## config.mk

```make
export PLATFORM = sky130hd
export DESIGN_NAME = scc_ram
export DESIGN_NICKNAME = d
export VERILOG_FILES = /design/src/hdl/scc_ram.sv
export SDC_FILE = /design/constraint.sdc
export NUM_CORES = 1
export LEC_CHECK = 0
export ABC_AREA = 1
export BUFFER_PORTS_ARGS = -buffer_cell sky130_fd_sc_hd__buf_2
export CAP_MARGIN = 20
export CORE_AREA = 10 10 125 127
export CTS_CLUSTER_DIAMETER = 50
export DETAILED_ROUTE_END_ITERATION = 8
export DIE_AREA = 0 0 135 137
export HOLD_SLACK_MARGIN = 0.08
export PLACE_DENSITY_LB_ADDON = 0.08
export SYNTH_ARGS = -nofsm -noshare
export SYNTH_HDL_FRONTEND = slang
export SYNTH_SLANG_ARGS = --single-unit
```

## constraint.sdc

```tcl
create_clock -name clk_i -period 1.4 [get_ports clk_i]
set_input_delay 0.21 -clock clk_i [delete_from_list [all_inputs] [get_ports clk_i]]
set_output_delay 0.21 -clock clk_i [all_outputs]
set_load 0.03 [all_outputs]
```

## src/hdl/scc_ram.sv

```systemverilog
module scc_ram #(
  parameter int Width = 8,
  parameter int Depth = 16,
  localparam int AddrW = $clog2(Depth)
) (
  input  logic             clk_i,
  input  logic             we_i,
  input  logic [AddrW-1:0] waddr_i,
  input  logic [Width-1:0] wdata_i,
  input  logic             re_i,
  input  logic [AddrW-1:0] raddr_i,
  output logic [Width-1:0] rdata_o
);

  logic [Width-1:0] mem_q [Depth];

  always_ff @(posedge clk_i) begin
    if (we_i) begin
      mem_q[waddr_i] <= wdata_i;
    end
    if (re_i) begin
      rdata_o <= mem_q[raddr_i];
    end
  end

endmodule

```

==> results of run 1 <==
## cells in the final DEF, fill, tap and decap left out
cell type	n
bufinv_16	4
clkinvlp_4	1
clkbuf_16	17
inv_1	100
nor2_1	17
buf_2	26
buf_12	4
clkbuf_1	4
clkinv_2	3
edfxtp_1	136
buf_4	24
nand2_1	173
inv_2	2
nand3_1	97
nand3b_1	2
clkinv_1	3
## logic make-up after synthesis
family	count (synthesis)	share of synthesized area (%)
buf+inv	126	9.39
flops	136	69.8
simple gates	289	20.8
## worst max-delay path by stage
| stage | cells after the start | slack [ns] | start | endpoint |
|---|---|---|---|---|
| 2_1_floorplan | 2 | 0.24 | waddr_i[2] | mem_q[10][0] |
| 3_3_place_gp | 6 | -0.07 | raddr_i[1] | rdata_o[2] |
| 3_5_place_dp | 6 | -0.08 | raddr_i[1] | rdata_o[2] |
| 4_1_cts | 1 | 0.14 | rdata_o[5] | rdata_o[5] |
| 5_1_grt | 1 | 0.12 | rdata_o[4] | rdata_o[4] |
| 6_report | 1 | 0.15 | rdata_o[5] | rdata_o[5] |
## layout make-up
| type | instances | share of cell area [%] |
|---|---|---|
| clock buffer | 21 | 6.40 |
| tap | 176 | 3.20 |
| clock inverter | 11 | 2.24 |
| inverter | 102 | 5.56 |
| timing repair buffer | 54 | 5.67 |
| multi-input combinational | 289 | 17.6 |
| sequential | 136 | 59.3 |
## routing by layer
layer | vias to the layer above | global-route usage (%) | wire, um
met5 | - | 0 | 0
met4 | 0 | 7.00 | 257
met3 | 20 | 3.52 | 631
met2 | 92 | 25.0 | 6480
met1 | 1832 | 20.9 | 6590
li1 | 1881 | - | -
## synth_stat cells
master    instances  share of area [%]
nand2_1         173                 11
nor2_1           17                1.1
inv_2             2               0.13
buf_6             6                1.2
buf_2            13                1.1
nand3b_1          2               0.26
inv_1           100                6.4
buf_1             1              0.064
edfxtp_1        136                 70
nand3_1          97                8.3
buf_4             4               0.51
## per-stage QoR
stage          TNS (ns)  util (%)  cell area (um^2)  total power [mW]
2_1_floorplan         0         -              5850              5.05
3_3_place_gp    -0.0968      48.1              6290              5.32
3_5_place_dp     -0.117      48.1              6290              5.32
4_1_cts               0      52.6              6890              9.82
5_1_grt               0      52.6              6890              10.1
6_report              0      52.6              6890              9.75
## report_power, final
part           leakage [nW]  internal (mW)  switching [mW]
clock network         0.287           2.95            1.57
logic                  1.46          0.183           0.434
registers              1.24           4.59          0.0257
total                  2.98           7.72            2.03
## flip-flops by register name (all words and copies together) (netlist names)
name / flops
mem_q: 128
rdata_o: 8
==> out/results.ini, run 1 <==
[critical_path]
crit_path_cell_trace=buf_2
worst_r2r_path_depth=6
critical_path_peak_fanout=1
cp-end-kind=primary output
path_buf_inv=1
worstSetupPathType=flip-flop to primary output
slowest_stage=edfxtp_1
required_ns=1.19
path_delay_family=flip-flops
crit-reg2reg-launch=mem_q[11][1]
reg2reg_setup_slack_ns=0.26
timing.critical_path.slowest_cell_delay_ns=0.42
worst_r2r_endpoint=rdata_o[1]
worst_setup_path_start_kind=flip-flop
arrival_ns=1.04

[sta]
whs_ns=0.164
worst_margin_slew_ns=0.601
max_freq_ghz=0.801
rsz_0062_raised_after_global_routing=no
timing.final.crit_share_pct=89.2
final_number_of_hold_violating_endpoints=0
timing.clock.skew_ns=0.00532
finalWorstSetupSlack_ns=0.152
setup-violations-final=0
finalWorstPathRequiredPeriod_ns=1.25
slew-limit-headroom_pct=59.9
slew_violations=0

[logic_synthesis]
synth_cell_type_count=11
ys.warnings.count=0
post_synth.cell_area_avg_um2=10.6
mappedNetlistNets=570
postSynthRegisterBits=136
cell_area_after_synthesis_mm2=0.00585
syn-instance-count=551
ys_seq_area_share_pct=69.8

[outcome]
outcome=complete, no violations

[global_route]
first_pass_grt_wire_length_mm=21.5
grt_max_degree=48
gr-usage-all-layers_pct=15.9
initial_antenna_violation_count=0
grt_overflow=0
via_count_of_the_first_global_routing_pass=3765

[die]
pin_count=27
coreArea_mm2=0.0131
die_w_um=135
floorplan.initialDensity_pct=44.7
fp-row-count=42
die_height_um=137
dieArea_mm2=0.0185

[routing]
routed_wire_length_per_instance_um=17.7
routed_via_density=4.85
remaining_drc_errors=0
drtIter0Drc=336
drt-pass1-iter-count=4
routed_via_count=3825
ant_nets=0
wl_mm=14.0

[layout]
drive_gt1_share_pct=13.2
design.final.nets=619
final.fill_count=1144
multi_input_area_mm2=0.00121
layout-area-overhead-vs-synth_pct=17.8
diodes=0
layout.cells.non_filler=789
combined_flip_flop_and_latch_cell_area_mm2=0.00408

[min_path]
holdPathEnd=rdata_o[3]
kind_of_path_behind_the_tightest_hold_check=input pin to flip-flop
hold-path-cell-count=1
hp-start=re_i

[clocking]
tritoncts_clock_tree=yes
numClockSinks=136
cts_buffers=17
postCtsHoldBufs=0
clock_tree.buffer_depth=2
cts.root.buffer_cell=clkbuf_16
worst_setup_hold_path_clk_slew_ns=0.06
worst_skew_pair_later_pin_latency_ns=0.42
cts-htree-levels=4
post-cts-setup-buffers=0
cts-resized-gates=0

[power]
power.density_mw_per_mm2=1420
cellLeakagePower_nw=2.98
power.ir.vdd_worst_v=0.000737

[placement]
dp.final_hpwl_mm=8.90
gp_congestion=0.856
numPortBuffers=26
placed_cells=757
place_ws_ns=-0.0777

[run]
maxCapViolCount=0

(Power assumes the default switching activity.)
==> inputs of run 2 (changes only) <==
--- a/config.mk
+++ b/config.mk
@@ -5,13 +5,12 @@
 export SDC_FILE = /design/constraint.sdc
 export NUM_CORES = 1
 export LEC_CHECK = 0
-export ABC_AREA = 1
 export BUFFER_PORTS_ARGS = -buffer_cell sky130_fd_sc_hd__buf_2
 export CAP_MARGIN = 20
-export CORE_AREA = 10 10 125 127
+export CORE_AREA = 10 10 119 121
 export CTS_CLUSTER_DIAMETER = 50
 export DETAILED_ROUTE_END_ITERATION = 8
-export DIE_AREA = 0 0 135 137
+export DIE_AREA = 0 0 129 131
 export HOLD_SLACK_MARGIN = 0.08
 export PLACE_DENSITY_LB_ADDON = 0.08
 export SYNTH_ARGS = -nofsm -noshare
==> run 2 against run 1 <==
  * The run now ends with setup timing left
  * Clock skew increased by 0.00076 ns
  * Die area down 8.6%
  * Critical path depth increased by 2
  * Sequential power barely moved
  * Utilization increased by 0.64 points
  * Combinational power fell by 18%
  * Global-route usage fell by 2.4 points
  * Cell count shrank 43%
  * Critical path type is now flip-flop to flip-flop
  * Via count decreased by 35%
  * Critical endpoint is now rdata_o[7]
  * Worst setup slack got worse by 0.16 ns
  * Hold slack better by 0.018 ns
==> out/results.ini, run 2 <==
[logic_synthesis]
ys_seq_area_share_pct=78.1
cell_area_after_synthesis_mm2=0.00523
synth_edf_count=136
yosys.cell_count.top_type=edfxtp_1
yosys-top-cells-area=edfxtp_1, mux4_2, mux4_1
netlist.top_cell.by_area=edfxtp_1
postSynthRegisterBits=136
ys.warnings.count=0
post-synth-top-area-fraction_pct=78.1
synth-main-ff-cell=edfxtp_1
post_synth.cell_area_avg_um2=22.8
synth_common_cells=edfxtp_1, mux4_2, a22oi_1
syn-instance-count=229
mappedNetlistNets=248
ys_async_sr_fraction_pct=0
synth_cell_type_count=18

[die]
dieArea_mm2=0.0169
floorplan.initialDensity_pct=44.3
fp-row-count=40
die_height_um=131
die_w_um=129
pin_count=27
coreArea_mm2=0.0118

[global_route]
gr-usage-all-layers_pct=13.5
grt_overflow=0
via_count_of_the_first_global_routing_pass=2663
initial_antenna_violation_count=0
first_pass_grt_wire_length_mm=16.1
grt_max_degree=24

[sta]
slew_violations=0
worst_margin_slew_ns=0.874
slew-limit-headroom_pct=41.6
whs_ns=0.181
rsz_0062_raised_after_global_routing=yes
timing.clock.skew_ns=0.00608
finalWorstSetupSlack_ns=-0.0121
finalSetupTns_ns=-0.0121
finalWorstPathRequiredPeriod_ns=1.41
setup-violations-final=1
max_freq_ghz=0.708
timing.final.crit_share_pct=101
final_number_of_hold_violating_endpoints=0

[clocking]
cts-htree-levels=4
clock_tree.buffer_depth=2
numClockSinks=136
worst_setup_hold_path_clk_slew_ns=0.06
worst_skew_pair_later_pin_latency_ns=0.41
cts_buffers=17
tritoncts_clock_tree=yes
postCtsHoldBufs=0
cts.root.buffer_cell=clkbuf_16
post-cts-setup-buffers=0

[critical_path]
crit-reg2reg-launch=mem_q[11][7]
worst_setup_path_startpoint=mem_q[11][7]
path_buf_inv=0
path_delay_family=multiplexers
arrival_ns=1.57
required_ns=1.56
cp-end-kind=flip-flop
reg2reg_setup_slack_ns=-0.01
slowest_stage=mux4_2
destination_of_the_critical_timing_path=rdata_o[7]
timing.critical_path.slowest_cell_delay_ns=0.48
worst_r2r_endpoint=rdata_o[7]
critical_path_peak_fanout=1
worst_setup_path_start_kind=flip-flop
cell_count_along_the_critical_path=3
crit_path_cell_trace=mux4_2 -> a22oi_2 -> nand2_1
worst_r2r_path_depth=3
worstSetupPathType=flip-flop to flip-flop

[routing]
routed_via_density=5.46
routed_wire_length_per_instance_um=23.3
drt-pass1-iter-count=4
routed_via_count=2470
remaining_drc_errors=0
drtIter0Drc=212
ant_nets=0
wl_mm=10.5

[run]
maxCapViolCount=0

[placement]
dp.final_hpwl_mm=6.69
numPortBuffers=26
placed_instance_area_mm2=0.00568
placed_cells=420
gp_congestion=0.732

[power]
power.density_mw_per_mm2=1490
power.ir.vdd_worst_v=0.000681
cellLeakagePower_nw=2.09

[layout]
mostFrequentLayoutCell=edfxtp_1
diodes=0
top_regs=mem_q x128, rdata_o x8
finalCoreUtilization_pct=53.3
largest_register_ffs=128
largest_register=mem_q
drive_gt1_share_pct=42.3
post-route-cell-area_mm2=0.00629
layout-area-overhead-vs-synth_pct=20.3
final.fill_count=924
combined_flip_flop_and_latch_cell_area_mm2=0.00408
multi_input_area_mm2=0.00105
commonest_non_fill_non_tap_cells_in_the_layout=edfxtp_1, mux4_2, buf_2
layout.cells.non_filler=452
design.final.nets=311

[outcome]
failed_checks=setup timing
outcome=complete, but fails checks

[min_path]
kind_of_path_behind_the_tightest_hold_check=input pin to flip-flop

==> run 2: changes by cell type after synthesis, sizes merged <==
| cell | previous run | this run |
|---|---|---|
| nand2 | 173 | 9 |
| nor2b | 0 | 1 |
| and2 | 0 | 1 |
| nor2 | 17 | 13 |
| buf | 24 | 7 |
| a22oi | 0 | 16 |
| nand2b | 0 | 2 |
| nor3 | 0 | 4 |
| and2b | 0 | 1 |
| nand3 | 97 | 1 |
| inv | 102 | 0 |
| mux4 | 0 | 32 |
| or3b | 0 | 1 |
| clkdlybuf4s25 | 0 | 3 |
==> run 2: per-layer routing <==
metal	GRT usage [%]	wire length [um]	vias up
met2	21.0	5090	62
met3	4.71	515	12
met5	0	0	-
met4	4.55	149	0
met1	17.5	4770	1305
li1	-	-	1091
==> run 2: per-stage QoR <==
step	total power, mW	setup slack [ns]
2_1_floorplan	4.98	-0.0761
3_3_place_gp	5.20	-0.377
3_5_place_dp	5.20	-0.357
4_1_cts	9.47	-0.0132
5_1_grt	9.72	-0.0515
6_report	9.39	-0.0121
==> run 2: worst register-to-register path: cells and delay by family, from the launching register on <==
family	cells	cell delay, ns
flops	1	0.35
mux	1	0.48
compound gates	1	0.25
simple gates	1	0.08
==> run 2: cell families (layout without fill, tap and decap cells) <==
family / Yosys count / after routing / share of synthesized area (%)
flops: 136 / 136 / 78.1
simple gates: 35 / 35 / 3.14
mux: 32 / 32 / 14.8
compound gates: 16 / 16 / 2.30
buf+inv: 10 / 86 / 1.65
==> run 2: worst min path at each step <==
stage,start,to,slack (ns),cells past startpoint
floorplan,wdata_i[0],mem_q[0][0],0.31,0
CTS,re_i,rdata_o[0],0.16,1
global placement,re_i,rdata_o[2],0.59,1
detailed placement,re_i,rdata_o[0],0.59,1
finish,re_i,rdata_o[0],0.18,1
global route,re_i,rdata_o[0],0.16,1
==> run 2: layout make-up <==
class,instances,share of cell area [%]
clock inverters,15,2.43
repair buffers,54,6.21
flip-flops and latches,136,64.9
well taps,147,2.92
multi-input cells,83,16.8
clock buffers,17,6.76
==> run 2: where the power goes <==
group	switching (mW)	internal [mW]	total (mW)
clock network	1.65	2.62	4.26
logic	0.292	0.214	0.506
registers	0.0267	4.59	4.62
==> run 2: what timing repair did <==
item                                    4_1_cts  5_1_grt
resized for setup                             7        1
endpoints found under the setup margin        7        8
pin swaps                                     1        4
cloned                                        0        0
==> inputs of run 3 (changes only) <==
--- a/config.mk
+++ b/config.mk
@@ -5,12 +5,13 @@
 export SDC_FILE = /design/constraint.sdc
 export NUM_CORES = 1
 export LEC_CHECK = 0
-export BUFFER_PORTS_ARGS = -buffer_cell sky130_fd_sc_hd__buf_2
+export BUFFER_PORTS_ARGS = -buffer_cell sky130_fd_sc_hd__buf_4
 export CAP_MARGIN = 20
 export CORE_AREA = 10 10 119 121
 export CTS_CLUSTER_DIAMETER = 50
 export DETAILED_ROUTE_END_ITERATION = 8
 export DIE_AREA = 0 0 129 131
+export GPL_ROUTABILITY_DRIVEN = 0
 export HOLD_SLACK_MARGIN = 0.08
 export PLACE_DENSITY_LB_ADDON = 0.08
 export SYNTH_ARGS = -nofsm -noshare
==> run 3 against run 2 <==
  * The flow still finishes with violations (setup timing)
  * Global-route usage decreased by 0.10 points
  * Cell count decreased by 0.22%
  * Clock power up 8.5%
  * Non-clock buffer count fell by 1
  * Critical path type unchanged
  * Largest power group unchanged
==> out/results.ini, run 3 (same netlist as run 2, synthesis figures left out) <==
[critical_path]
arrival_ns=1.56
path_delay_family=multiplexers
required_ns=1.55
slowest_stage=mux4_2
cp-end-kind=flip-flop
path_buf_inv=0
worstSetupPathType=flip-flop to flip-flop
worst_setup_path_start_kind=flip-flop
crit_path_cell_trace=mux4_2 -> a22oi_2 -> nand2_1
timing.critical_path.slowest_cell_delay_ns=0.49
critical_path_peak_fanout=1

[sta]
final_number_of_hold_violating_endpoints=0
slew-limit-headroom_pct=40.4
rsz_0062_raised_after_global_routing=yes
worst_margin_slew_ns=0.891
max_freq_ghz=0.712
finalWorstSetupSlack_ns=-0.00443
finalWorstPathRequiredPeriod_ns=1.40
slew_violations=0
setup-violations-final=1
timing.clock.skew_ns=0.00509
timing.final.crit_share_pct=100

[layout]
largest_register=mem_q
mostFrequentLayoutCell=edfxtp_1
post-route-cell-area_mm2=0.00642
top_regs=mem_q x128, rdata_o x8
diodes=0
commonest_non_fill_non_tap_cells_in_the_layout=edfxtp_1, buf_4, mux4_2
layout.cells.non_filler=451
drive_gt1_share_pct=39.8
largest_register_ffs=128
design.final.nets=310
layout-area-overhead-vs-synth_pct=22.8

[die]
fp-row-count=40
pin_count=27
die_height_um=131
coreArea_mm2=0.0118
dieArea_mm2=0.0169
floorplan.initialDensity_pct=44.3
die_w_um=129

[routing]
remaining_drc_errors=0
routed_wire_length_per_instance_um=22.8
drt-pass1-iter-count=4
ant_nets=0
wl_mm=10.3
routed_via_count=2412
routed_via_density=5.35
drtIter0Drc=232

[outcome]
outcome=complete, but fails checks
failed_checks=setup timing

[global_route]
grt_overflow=0
grt_max_degree=17
via_count_of_the_first_global_routing_pass=2666
gr-usage-all-layers_pct=13.4
first_pass_grt_wire_length_mm=15.9
initial_antenna_violation_count=0

[clocking]
worst_setup_hold_path_clk_slew_ns=0.06
cts-htree-levels=4
tritoncts_clock_tree=yes
cts.root.buffer_cell=clkbuf_16
cts_buffers=17
clock_tree.buffer_depth=2
worst_skew_pair_later_pin_latency_ns=0.41
numClockSinks=136

[power]
design_power_total_mw=9.78
cellLeakagePower_nw=2.15
power.density_mw_per_mm2=1520
power.ir.vdd_worst_v=0.000817

[min_path]
kind_of_path_behind_the_tightest_hold_check=input pin to flip-flop

[placement]
placed_cells=418
place_ws_ns=-0.316
dp.final_hpwl_mm=6.69
numPortBuffers=26
placed_instance_area_mm2=0.00576

[run]
maxCapViolCount=0

[run 3: repair_timing]
action | CTS | global route
buffers inserted | 0 | 0
hold buffers | 1 | 0
endpoints found under the hold margin | 4 | 0
setup endpoints to repair | 7 | 8
pin swaps | 3 | 1
gates resized for setup | 7 | 2
[run 3: cell type report]
| cell class | instances | area (um^2) |
|---|---|---|
| fill | 917 | 5390 |
| sequential | 136 | 4080 |
| multi-input combinational | 83 | 1060 |
| timing repair buffer | 53 | 475 |
| clock buffer | 20 | 437 |
| tap | 147 | 184 |
| clock inverter | 12 | 180 |
[run 3: power by group]
part	total, mW	internal, mW	switching, mW
combinational	0.543	0.247	0.295
sequential	4.62	4.59	0.0257
clock	4.62	3.12	1.50
[run 3: routing by layer]
| layer | part of all wire [%] | track usage, % | up-vias |
|---|---|---|---|
| li1 | - | - | 1090 |
| met1 | 44 | 17.1 | 1251 |
| met2 | 48 | 20.1 | 61 |
| met3 | 6.6 | 5.52 | 10 |
| met4 | 1.2 | 5.48 | 0 |
| met5 | 0 | 0 | - |
[run 3: worst reg2reg max path: stages (launching register included)]
cell and delay (ns):
edfxtp_1 0.36, mux4_2 0.49, a22oi_2 0.20, nand2_1 0.09
[run 3: stage by stage]
stage	TNS, ns	hold WS (ns)	utilization [%]
floorplan	-2.37	0.309	-
global placement	-4.47	0.525	48.7
detailed placement	-4.89	0.516	48.7
CTS	-0.0998	0.0911	54.3
global route	-0.325	0.105	54.4
finish	-0.00443	0.108	54.4
[run 3: final timing paths]
path,startpoint,to,slack (ns),cells after the start
setup reg to reg,mem_q[11][4],rdata_o[4],-0.004,3
hold / removal,wdata_i[3],mem_q[1][3],0.11,1
setup / recovery,mem_q[11][4],rdata_o[4],-0.004,3
hold reg to reg,mem_q[12][1],rdata_o[1],0.75,3
